[src/design/go_back_n_sender_window_macros.svh]
// Assertion macros shared by the sender window design.
`ifndef GO_BACK_N_SENDER_WINDOW_MACROS_SVH
`define GO_BACK_N_SENDER_WINDOW_MACROS_SVH

// The consequent must hold in the same cycle as the antecedent.
`define GBN_ASSERT_NOW(label, clk, rst, ante, cons, msg) \
  label: assert property (@(posedge clk) disable iff (rst) (ante) |-> (cons)) \
    else $error(msg);

// The consequent must hold in the cycle after the antecedent.
`define GBN_ASSERT_NEXT(label, clk, rst, ante, cons, msg) \
  label: assert property (@(posedge clk) disable iff (rst) (ante) |=> (cons)) \
    else $error(msg);

`endif

[src/design/gbn_pkg.sv]
`default_nettype none

package gbn_pkg;

  localparam int SEQ_BITS       = 16;
  localparam int TIME_BITS      = 32;
  localparam int WINDOW_MAX_DEF = 8;
  localparam int WIN_CFG_BITS   = 4;
  localparam int TIMEOUT_BITS   = 16;
  localparam int PCOUNT_BITS    = 16;
  localparam int KIND_BITS      = 2;
  localparam int CFG_IDX_BITS   = 2;
  localparam int CFG_DATA_BITS  = 16;

  // Event kinds.
  localparam logic [KIND_BITS-1:0] KIND_TICK = 2'd0;
  localparam logic [KIND_BITS-1:0] KIND_SEND = 2'd1;
  localparam logic [KIND_BITS-1:0] KIND_ACK  = 2'd2;

  // Register indexes.
  localparam logic [CFG_IDX_BITS-1:0] REG_WINDOW  = 2'd0;
  localparam logic [CFG_IDX_BITS-1:0] REG_TIMEOUT = 2'd1;
  localparam logic [CFG_IDX_BITS-1:0] REG_PCOUNT  = 2'd2;

  // Register reset values.
  localparam logic [WIN_CFG_BITS-1:0] WINDOW_RST  = 4'd5;
  localparam logic [TIMEOUT_BITS-1:0] TIMEOUT_RST = 16'd500;
  localparam logic [PCOUNT_BITS-1:0]  PCOUNT_RST  = 16'd1;

endpackage

`default_nettype wire

[src/design/go_back_n_sender_window.sv]
// Go-Back-N sender window controller.
// Input channel (in_valid/in_ready) carries one event per transfer: a clock
// tick, a send slot, or a received acknowledgement with its flags and number.
// Output channel (out_valid/out_ready) returns exactly one result per event:
// the packet to send, if any, the timeout flag and the window status.
// The configuration channel (cfg_valid/cfg_ready, cfg_index, cfg_data) writes
// window_size, timeout_ticks and packet_count; it is always ready and should
// only be used while no result is pending.
// A result is loaded into the output register at the edge that accepts its
// event. Throughput is one event per cycle while the receiver keeps out_ready high.
// Send times are kept in a small ring memory; its read port always points at
// the entry of the next head, so the oldest send time is ready in the cycle
// after any update, with a same-cycle write forwarded to the read data.
// When the receiver stalls, the result holds in the output register and
// in_ready drops until it is taken. Reset clears the window state, the tick
// counter and the registers to their defaults; the time memory is not cleared.
`default_nettype none

`include "go_back_n_sender_window_macros.svh"

module go_back_n_sender_window #(
  parameter int WINDOW_MAX = gbn_pkg::WINDOW_MAX_DEF,
  localparam int CNT_W = $clog2(WINDOW_MAX + 1)
) (
  input  wire logic                               clk,
  input  wire logic                               rst,
  input  wire logic                               in_valid,
  output logic                                    in_ready,
  input  wire logic [gbn_pkg::KIND_BITS-1:0]      kind,
  input  wire logic                               ack_flag,
  input  wire logic                               nak_flag,
  input  wire logic [gbn_pkg::SEQ_BITS-1:0]       ack_number,
  output logic                                    out_valid,
  input  wire logic                               out_ready,
  output logic                                    send_valid,
  output logic      [gbn_pkg::SEQ_BITS-1:0]       send_seq,
  output logic                                    send_last,
  output logic                                    timed_out,
  output logic                                    done_res,
  output logic      [gbn_pkg::SEQ_BITS-1:0]       window_base,
  output logic      [CNT_W-1:0]                   outstanding,
  input  wire logic                               cfg_valid,
  output logic                                    cfg_ready,
  input  wire logic [gbn_pkg::CFG_IDX_BITS-1:0]   cfg_index,
  input  wire logic [gbn_pkg::CFG_DATA_BITS-1:0]  cfg_data
);

  localparam int SEQ_W  = gbn_pkg::SEQ_BITS;
  localparam int TIME_W = gbn_pkg::TIME_BITS;
  localparam int IDX_W  = (WINDOW_MAX > 1) ? $clog2(WINDOW_MAX) : 1;
  localparam int EW     = (CNT_W > gbn_pkg::WIN_CFG_BITS) ? CNT_W : gbn_pkg::WIN_CFG_BITS;
  localparam int SW     = ((IDX_W > CNT_W) ? IDX_W : CNT_W) + 1;

  // Configuration registers.
  logic [gbn_pkg::WIN_CFG_BITS-1:0] window_size;
  logic [gbn_pkg::TIMEOUT_BITS-1:0] timeout_ticks;
  logic [gbn_pkg::PCOUNT_BITS-1:0]  packet_count;

  // Window state.
  logic [SEQ_W-1:0]  base_seq, base_seq_next;
  logic [SEQ_W-1:0]  next_seq, next_seq_next;
  logic [CNT_W-1:0]  in_flight, in_flight_next;
  logic [IDX_W-1:0]  ring_head, ring_head_next;
  logic [TIME_W-1:0] now_count, now_count_next;

  logic              in_fire;
  logic [TIME_W-1:0] head_time;
  logic              wr_en;
  logic [IDX_W-1:0]  wr_addr;
  logic [EW-1:0]     win_eff;
  logic [SW-1:0]     slot_sum;
  logic              tick_expire;
  logic [SEQ_W-1:0]  seq_gap;

  logic             res_send_valid;
  logic [SEQ_W-1:0] res_send_seq;
  logic             res_send_last;
  logic             res_timed_out;

  assign cfg_ready = 1'b1;
  assign in_ready  = !out_valid || out_ready;
  assign in_fire   = in_valid && in_ready;

  always_ff @(posedge clk) begin
    if (rst) begin
      window_size   <= gbn_pkg::WINDOW_RST;
      timeout_ticks <= gbn_pkg::TIMEOUT_RST;
      packet_count  <= gbn_pkg::PCOUNT_RST;
    end else if (cfg_valid) begin
      case (cfg_index)
        gbn_pkg::REG_WINDOW:  window_size   <= cfg_data[gbn_pkg::WIN_CFG_BITS-1:0];
        gbn_pkg::REG_TIMEOUT: timeout_ticks <= cfg_data[gbn_pkg::TIMEOUT_BITS-1:0];
        gbn_pkg::REG_PCOUNT:  packet_count  <= cfg_data[gbn_pkg::PCOUNT_BITS-1:0];
        default: ;
      endcase
    end
  end

  // A window of zero acts as one; anything above the ring depth is clamped.
  always_comb begin
    win_eff = EW'(window_size);
    if (win_eff == '0) begin
      win_eff = EW'(1);
    end
    if (win_eff > EW'(WINDOW_MAX)) begin
      win_eff = EW'(WINDOW_MAX);
    end
  end

  // Free slot of the ring: head plus the outstanding count, wrapped once.
  always_comb begin
    slot_sum = SW'(ring_head) + SW'(in_flight);
    if (slot_sum >= SW'(WINDOW_MAX)) begin
      slot_sum = slot_sum - SW'(WINDOW_MAX);
    end
  end
  assign wr_addr = slot_sum[IDX_W-1:0];

  always_comb begin
    base_seq_next  = base_seq;
    next_seq_next  = next_seq;
    in_flight_next = in_flight;
    ring_head_next = ring_head;
    now_count_next = now_count;
    wr_en          = 1'b0;
    tick_expire    = 1'b0;
    res_send_valid = 1'b0;
    res_send_seq   = '0;
    res_send_last  = 1'b0;
    res_timed_out  = 1'b0;
    if (in_fire) begin
      case (kind)
        gbn_pkg::KIND_TICK: begin
          now_count_next = now_count + TIME_W'(1);
          if ((in_flight != '0) &&
              ((now_count_next - head_time) > TIME_W'(timeout_ticks))) begin
            tick_expire    = 1'b1;
            next_seq_next  = base_seq;
            in_flight_next = '0;
            res_timed_out  = 1'b1;
          end
        end
        gbn_pkg::KIND_SEND: begin
          if ((EW'(in_flight) < win_eff) && (next_seq < packet_count)) begin
            wr_en          = 1'b1;
            res_send_valid = 1'b1;
            res_send_seq   = next_seq;
            res_send_last  = ({1'b0, next_seq} + 17'd1) == {1'b0, packet_count};
            next_seq_next  = next_seq + SEQ_W'(1);
            in_flight_next = in_flight + CNT_W'(1);
          end
        end
        gbn_pkg::KIND_ACK: begin
          if (ack_flag && !nak_flag && (in_flight != '0) &&
              (ack_number == (base_seq + SEQ_W'(1)))) begin
            base_seq_next  = base_seq + SEQ_W'(1);
            in_flight_next = in_flight - CNT_W'(1);
            if (ring_head == IDX_W'(WINDOW_MAX - 1)) begin
              ring_head_next = '0;
            end else begin
              ring_head_next = ring_head + IDX_W'(1);
            end
          end
        end
        default: ;
      endcase
    end
  end

  // The read port follows the head after this cycle's update, so head_time
  // always holds the send time of the oldest outstanding packet.
  gbn_time_ram #(
    .DEPTH  (WINDOW_MAX),
    .DATA_W (TIME_W)
  ) u_time_ram (
    .clk     (clk),
    .wr_en   (wr_en),
    .wr_addr (wr_addr),
    .wr_data (now_count),
    .rd_addr (ring_head_next),
    .rd_data (head_time)
  );

  always_ff @(posedge clk) begin
    if (rst) begin
      base_seq  <= '0;
      next_seq  <= '0;
      in_flight <= '0;
      ring_head <= '0;
      now_count <= '0;
    end else begin
      base_seq  <= base_seq_next;
      next_seq  <= next_seq_next;
      in_flight <= in_flight_next;
      ring_head <= ring_head_next;
      now_count <= now_count_next;
    end
  end

  always_ff @(posedge clk) begin
    if (rst) begin
      out_valid <= 1'b0;
    end else if (in_fire) begin
      out_valid <= 1'b1;
    end else if (out_ready) begin
      out_valid <= 1'b0;
    end
  end

  always_ff @(posedge clk) begin
    if (in_fire) begin
      send_valid  <= res_send_valid;
      send_seq    <= res_send_seq;
      send_last   <= res_send_last;
      timed_out   <= res_timed_out;
      done_res    <= base_seq_next >= packet_count;
      window_base <= base_seq_next;
      outstanding <= in_flight_next;
    end
  end

  assign seq_gap = next_seq - base_seq;

  `GBN_ASSERT_NOW(a_flight_bound, clk, rst, 1'b1, in_flight <= CNT_W'(WINDOW_MAX), "in_flight exceeds ring depth")
  `GBN_ASSERT_NOW(a_seq_gap, clk, rst, 1'b1, seq_gap == SEQ_W'(in_flight), "next_seq and base_seq disagree with in_flight")
  `GBN_ASSERT_NEXT(a_timeout_flush, clk, rst, tick_expire, out_valid && timed_out && (in_flight == '0) && (next_seq == base_seq), "timeout did not flush the window")

endmodule

`default_nettype wire

[src/design/gbn_time_ram.sv]
`default_nettype none

module gbn_time_ram #(
  parameter int DEPTH = gbn_pkg::WINDOW_MAX_DEF,
  parameter int DATA_W = gbn_pkg::TIME_BITS,
  localparam int IDX_W = (DEPTH > 1) ? $clog2(DEPTH) : 1
) (
  input  wire logic              clk,
  input  wire logic              wr_en,
  input  wire logic [IDX_W-1:0]  wr_addr,
  input  wire logic [DATA_W-1:0] wr_data,
  input  wire logic [IDX_W-1:0]  rd_addr,
  output logic      [DATA_W-1:0] rd_data
);

  logic [DATA_W-1:0] mem [DEPTH];

  always_ff @(posedge clk) begin
    if (wr_en) begin
      mem[wr_addr] <= wr_data;
    end
  end

  // A write to the entry being read in the same cycle is forwarded.
  always_ff @(posedge clk) begin
    if (wr_en && (wr_addr == rd_addr)) begin
      rd_data <= wr_data;
    end else begin
      rd_data <= mem[rd_addr];
    end
  end

endmodule

`default_nettype wire

[config.mk]
export PLATFORM = sky130hd
export DESIGN_NAME = go_back_n_sender_window
export DESIGN_NICKNAME = d
export VERILOG_FILES = /design/src/design/gbn_pkg.sv /design/src/design/go_back_n_sender_window.sv /design/src/design/gbn_time_ram.sv
export VERILOG_INCLUDE_DIRS = /design/src /design/src/design
export SDC_FILE = /design/constraint.sdc
export NUM_CORES = 1
export LEC_CHECK = 0
export BUFFER_PORTS_ARGS = -buffer_cell sky130_fd_sc_hd__buf_4
export CORE_ASPECT_RATIO = 2
export CORE_MARGIN = 4
export CORE_UTILIZATION = 40
export CTS_BUF_LIST = sky130_fd_sc_hd__clkbuf_8
export DETAILED_ROUTE_END_ITERATION = 10
export GPL_TIMING_DRIVEN = 0
export PLACE_DENSITY = 0.57
export REMOVE_ABC_BUFFERS = 1
export SLEW_MARGIN = 5
export SYNTH_ARGS = -nofsm -noshare
export SYNTH_HDL_FRONTEND = slang
export SYNTH_HIERARCHICAL = 1
export SYNTH_SLANG_ARGS = --single-unit
[constraint.sdc]
create_clock -name clk -period 12.6 [get_ports clk]
set_input_delay 0.63 -clock clk [delete_from_list [all_inputs] [get_ports clk]]
set_output_delay 0.63 -clock clk [all_outputs]
set_load 0.02 [all_outputs]
; ---- Yosys cells after proc, flatten, opt, wreduce, memory -nomap -nowiden
; Memories as Yosys holds them, arrays and structs flattened. A register that Yosys moved wholly into a read port is not among the register bits.
; Cells that the tools add are included.
[totals]
reg_bits = 148
latch_bits = 0
ramBits = 256
romBits = 0
output_inout_bits = 43
wordCells = 89
memories = 1
[mem_list]
columns = name, depth, width, read_ports, rd_ports_with_merged_regs, write_ports, line_no
row1 = u_time_ram.mem, 8, 32, 1, 1, 1, gbn_time_ram.sv:16  ; logic [DATA_W-1:0] mem [DEPTH];
[classes]
addsub = 10
multipliers = 0
div_mod_pow = 0
order_cmp = 6
eq_ne = 9
shift = 0
n_mux = 26
n_bitwise = 0
reduce_logical = 21
[op_table]
columns = cell, n
row1 = 16-bit two-way mux, 5
row2 = 16-bit by 1-bit adder with 16-bit output (second input constant), 2
row3 = 32-bit by 1-bit adder with 32-bit output (second input constant), 1
row4 = 32-bit by 16-bit greater-than comparator with 1-bit output, 1
row5 = 16-bit one-hot mux with 2 select lines, 1
row6 = 32-bit subtractor, 1
row7 = 4-bit two-way mux, 6
row8 = 16-bit by 1-bit adder with 17-bit output (second input constant), 1
row9 = 17-bit by 16-bit equality test with 1-bit output, 1
row10 = 16-bit equality test, 1
row11 = 16-bit >= comparator, 1
row12 = 16-bit less-than comparator, 1
row13 = 3-bit two-way mux, 5
row14 = 4-bit one-hot mux with 3 select lines, 1
row15 = 2-bit AND reduction, 5
row16 = 1-bit two-way mux, 8
row17 = 1-bit logical AND, 6
row18 = 3-bit by 4-bit adder with 5-bit output, 1
row19 = 5-bit by 4-bit >= comparator with 1-bit output (second input constant), 1
row20 = 4-bit by 1-bit adder with 4-bit output (second input constant), 1
row21 = 2-bit by 1-bit equality test with 1-bit output (second input constant), 2
row22 = 2-bit equality test (second input constant), 2
row23 = 4-bit greater-than comparator (second input constant), 1
row24 = 2-bit zero test, 2
row25 = other kinds (12), 15

; ---- Longest topological paths before layout
[depth]
ltp_word = 11
ltp_mapped = 25

; ---- Modules after synthesis
; The synthesis kept the hierarchy.
[modules_own_cells]
columns = mod, n_inst, cells_per_inst, area_each_um2, seq_area_each_um2
row1 = go_back_n_sender_window, 1, 1358, 10963.0, 3363.2
row2 = gbn_time_ram, 1, 386, 9885.7, 7747.4

; ---- Least setup slack after synthesis
; OpenSTA, ideal clock, no wires.
[synth_path]
kind = reg2reg
start = reg packet_count[9] (netlist name)
end = mem u_time_ram/mem[0][0] (netlist name) (enable)
setup_time_ns = 0.461
arrival_ns = 4.529
setup_slack_ns = 7.610
path_stages_with_launch = 15
synth_period_minus_slack_ns = 4.990
cell_sequence = dfxtp_1 inv_1 ha_1 a21oi_1 nor2b_1 o21ai_0 a21oi_1 a2111oi_0 o311ai_0 nor2_1 clkbuf_1 inv_1 nor2_1 nand2b_1 nor3_1
[synth_via]
elab_chain_cells = 7
[synth_rtl]
columns = element, line_no
row1 = "start, declared", go_back_n_sender_window.sv:57  ; logic [gbn_pkg::PCOUNT_BITS-1:0] packet_count;
row2 = "start signal, assigned", go_back_n_sender_window.sv:88  ; packet_count <= gbn_pkg::PCOUNT_RST;
row3 = "start signal, assigned", go_back_n_sender_window.sv:93  ; gbn_pkg::REG_PCOUNT: packet_count <= cfg_data[gbn_pkg::PCOUNT_BITS-1:0];
row4 = 16-bit less-than comparator, go_back_n_sender_window.sv:144  ; if ((EW'(in_flight) < win_eff) && (next_seq < packet_count)) begin
row5 = 1-bit logical AND, go_back_n_sender_window.sv:144
row6 = 1-bit two-way mux, go_back_n_sender_window.sv:144
row7 = 1-bit two-way mux, go_back_n_sender_window.sv:132  ; case (kind)
row8 = 1-bit two-way mux, go_back_n_sender_window.sv:131  ; if (in_fire) begin
row9 = named net wr_en, go_back_n_sender_window.sv:68  ; logic wr_en;
row10 = 1-bit two-way mux, gbn_time_ram.sv:19  ; if (wr_en) begin
row11 = 1-bit two-way mux (implied by the code), gbn_time_ram.sv:20  ; mem[wr_addr] <= wr_data;
row12 = "end, declared", gbn_time_ram.sv:16
; The timed path passes the listed nets, and every way through them passes these cells.

; ---- Final worst setup path
[layout_path]
start = reg now_count[0]
end = reg next_seq[8]
[layout_via]
elab_chain_cells = 6
[layout_rtl]
columns = element, line_no
row1 = "start, declared", go_back_n_sender_window.sv:64  ; logic [TIME_W-1:0] now_count, now_count_next;
row2 = "start signal, assigned", go_back_n_sender_window.sv:196  ; now_count <= now_count_next;
row3 = 32-bit by 1-bit adder with 32-bit output, go_back_n_sender_window.sv:134  ; now_count_next = now_count + TIME_W'(1);
row4 = 32-bit subtractor, go_back_n_sender_window.sv:136  ; ((now_count_next - head_time) > TIME_W'(timeout_ticks))) begin
row5 = 32-bit by 16-bit greater-than comparator with 1-bit output, go_back_n_sender_window.sv:136
row6 = 1-bit logical AND, go_back_n_sender_window.sv:135  ; if ((in_flight != '0) &&
row7 = 2-bit inequality test (no line), --
row8 = 4-bit AND reduction (no line), --
row9 = "end signal, assigned", go_back_n_sender_window.sv:193  ; next_seq <= next_seq_next;
row10 = "end, declared", go_back_n_sender_window.sv:61  ; logic [SEQ_W-1:0] next_seq, next_seq_next;
; Every way passes these cells.
; A chain may end at the register's enable or synchronous reset.

==> flow_metrics.tcl <==
set metrics [dict create \
    status "finished, final reports clean" \
    ys_seq_area_frac 0.533 \
    irDropWorstVdd_mv 0.0758 \
    synth_compound_area_frac 0.0876 \
    yosys.cell_types.count 87 \
    worstMarginPinSlew_ns 1.17 \
    clockRootBuffer "clkbuf_8" \
    slew_headroom 0.218 \
    die_w_um 169 \
    dp_hpwl_mm 39.5 \
    io_buffers 84 \
    multi_input_area_um2 9050 \
    synth_edf_count 296 \
    regArea_um2 11100 \
    yosys_warnings 6 \
    area_delta_synth_final_pct 12.8 \
    ant_nets 0 \
    crit_chain "ha_1 -> nand3_1 -> nor2_1 -> and3_1 -> and3_1 -> and2_1 -> nand3_1 -> nor2_1 -> and2_1 -> nand2_1 -> xnor2_1 -> ha_1 -> and3_1 -> nand2_1 -> nor4_1 -> o311a_1 -> a221o_1 -> a211oi_1 -> nor4_2 -> nand4_1 -> nand3_1 -> a2bb2oi_1 -> nor2_1" \
    hold_violations 0 \
    p_per_area_nw_per_um2 115 \
    io_pins 86 \
    gp_congestion 0.914 \
    yosys.area_share.simple 0.129 \
    cp_max_fo 15 \
    ys_ff_latch 407 \
    placedCellCount 2425 \
    drv_slew 0 \
    max_freq_ghz 0.133 \
    synth.avg_cell_area_um2 12.0 \
    post-synth-top-area-fraction 0.426 \
    dieArea_um2 56100 \
    crit_family "simple AND/OR/NAND/NOR gates" \
    grt_usage 0.192 \
    rows 118 \
    synthArstFlopShare 0 \
    post-cts-setup-buffers 0 \
    numCtsBuffers 56 \
    crit_buf_inv 0 \
    worst_hold_slack_ns 0.251 \
    drive_above_1_share 0.154 \
    via_count 14009 \
    worstPathRequired_ns 13.08 \
    muxShareOfSynthArea 0.101 \
    final_common_cell "edfxtp_1" \
    p_leak_nw 8.44 \
    core_region_area_um2 51700 \
    grt_overflow 0 \
    vias_per_cell 5.53 \
    clk_latency_ns 0.64 \
    die_h_um 331 \
    dr.first_iter.drc_count 728 \
    rsz0062_at_grt "false" \
    hold_path_class "input port to flip-flop" \
    netlist_area_um2 20800 \
    crit_arrival_ns 7.97 \
    clock_path_buffers 3 \
    synth_area_leaders "edfxtp_1 (43%), dfxtp_1 (11%), ha_1 (5.4%)" \
    worstSetupPathType "flip-flop to flip-flop" \
    critical-path-slowest-cell "nand3_1" \
    fin_setup_tns_ns 0 \
    fin_crit_ns 7.50 \
    grt_pass1_wl_mm 82.9 \
    syn_inst 1744 \
    grt_max_degree 80 \
    synthAdderAreaFrac 0.0559 \
    setup_violations 0 \
    startpoint_type "flip-flop" \
    dr.pass1.iters 4 \
    fill_cells 4733 \
    path_clk_slew_ns 0.07 \
    synth_top_family_by_area "simple AND/OR/NAND/NOR gates" \
    avgRoutedWirePerCell_um 21.4 \
    wirelength_mm 54.1 \
    grt_pass1_vias 14760 \
    hold_buffers 0 \
    synth-xor-area-share 0.0567 \
    final.period_utilization 0.595 \
    synth_ff_type "edfxtp_1" \
    endpoint_kind "flip-flop" \
    skew_ns 0.0292 \
    antenna_found_initial 2 \
    drc_errors 0 \
    cts_tree "yes" \
    clock_sinks 407 \
    synth_area_leader_cell "edfxtp_1" \
    ctsResizeCount 0 \
    cpPeakStageDelay_ns 0.90 \
    start_util 0.403 \
    cts_max_level 2 \
    final_nets 1959 \
    layout.cells.non_filler 2533 \
    cap_viol_max_count 0 \
    layout_common_cells "edfxtp_1 (296), nand2_1 (171), dfxtp_1 (108), a21oi_1 (106), nor2_1 (98)" \
]
final timing paths:
path | slack [ns] | depth (start not counted) | to | from
setup reg to reg | 5.10 | 23 | next_seq[8]$_SDFFE_PP0P_ | now_count[0]$_SDFFE_PP0P_
hold / removal | 0.25 | 3 | packet_count[0]$_SDFFE_PP1P_ | cfg_data[0]
setup / recovery | 5.10 | 23 | next_seq[8]$_SDFFE_PP0P_ | now_count[0]$_SDFFE_PP0P_
hold reg to reg | 0.47 | 2 | timeout_ticks[13]$_SDFFE_PP0P_ | timeout_ticks[13]$_SDFFE_PP0P_
metrics by stage:
step                total power [mW]  area (um2)  setup WS [ns]  utilization
floorplan                       1.54       20400           5.47            -
finish                          2.70       23500           5.10        0.455
global placement                1.61       21900           1.78        0.423
global route                    2.80       23500           4.44        0.455
CTS                             2.74       23500           5.14        0.455
detailed placement              1.61       22300           5.14        0.431
registers in the layout, summed over array words and instances, names as in the netlist, named ones only:
name / flops
window_base: 16
packet_count: 16
in_flight: 4
send_seq: 16
u_time_ram/mem: 256
now_count: 32
next_seq: 16
out_valid: 1
window_size: 4
send_valid: 1
send_last: 1
outstanding: 4
timeout_ticks: 16
done_res: 1
timed_out: 1
base_seq: 16
ring_head: 3
worst min-delay path, cell delays in order:
cell and delay [ns]:
buf_4 0.11, nand2_1 0.05, nand3_1 0.07
final cells by class:
| class | instances | share of cell area |
|---|---|---|
| Sequential cell | 407 | 0.473 |
| Antenna cell | 1 | 0.000106 |
| Clock buffer | 60 | 0.0351 |
| Multi-Input combinational cell | 1167 | 0.385 |
| Timing Repair Buffer | 106 | 0.0409 |
| Tap cell | 660 | 0.0351 |
| Clock inverter | 46 | 0.0178 |
| Inverter | 86 | 0.0137 |
layer usage:
layer  GRT usage  wire (um)
met1       0.189      18800
met2       0.384      30400
met3      0.0209       1910
met4      0.0972       2970
met5           0          9
cells in the mapped netlist, types with 5 or more instances:
library cell  number
nor2_1           105
a211oi_1          12
mux4_1            40
nor3_1            34
o21a_1            14
a2bb2oi_1          8
mux4_2            24
o2111ai_1          7
nor3b_1            5
or3_1             14
a31oi_1            6
clkbuf_1          49
a21o_1            15
buf_2             15
edfxtp_1         296
nand4_1           33
nor2b_1            9
nand2_1          171
a2111oi_0          5
and3_1            21
buf_6             11
o211ai_1          14
ha_1              90
nor4_1            14
nand3_1           48
o21ai_0           58
a21oi_1          106
dfxtp_1          111
inv_1             86
mux2_2            35
mux2i_1           12
xnor2_1           80
and2_1            39
nand2b_1          17
xor2_1            53
power breakdown:
| part | switching (mW) | internal, mW |
|---|---|---|
| Clock | 0.509 | 0.611 |
| Combinational | 0.0873 | 0.0517 |
| Sequential | 0.00754 | 1.43 |
logic make-up after synthesis:
group / after synthesis
adders and majority gates: 92
AOI/OAI and AO/OA: 288
xor gates and xnor gates: 134
buffers and inverters: 170
DFF: 407
and+or+nand+nor: 541
other: 1
muxes: 111
(Power assumes the default switching activity.)
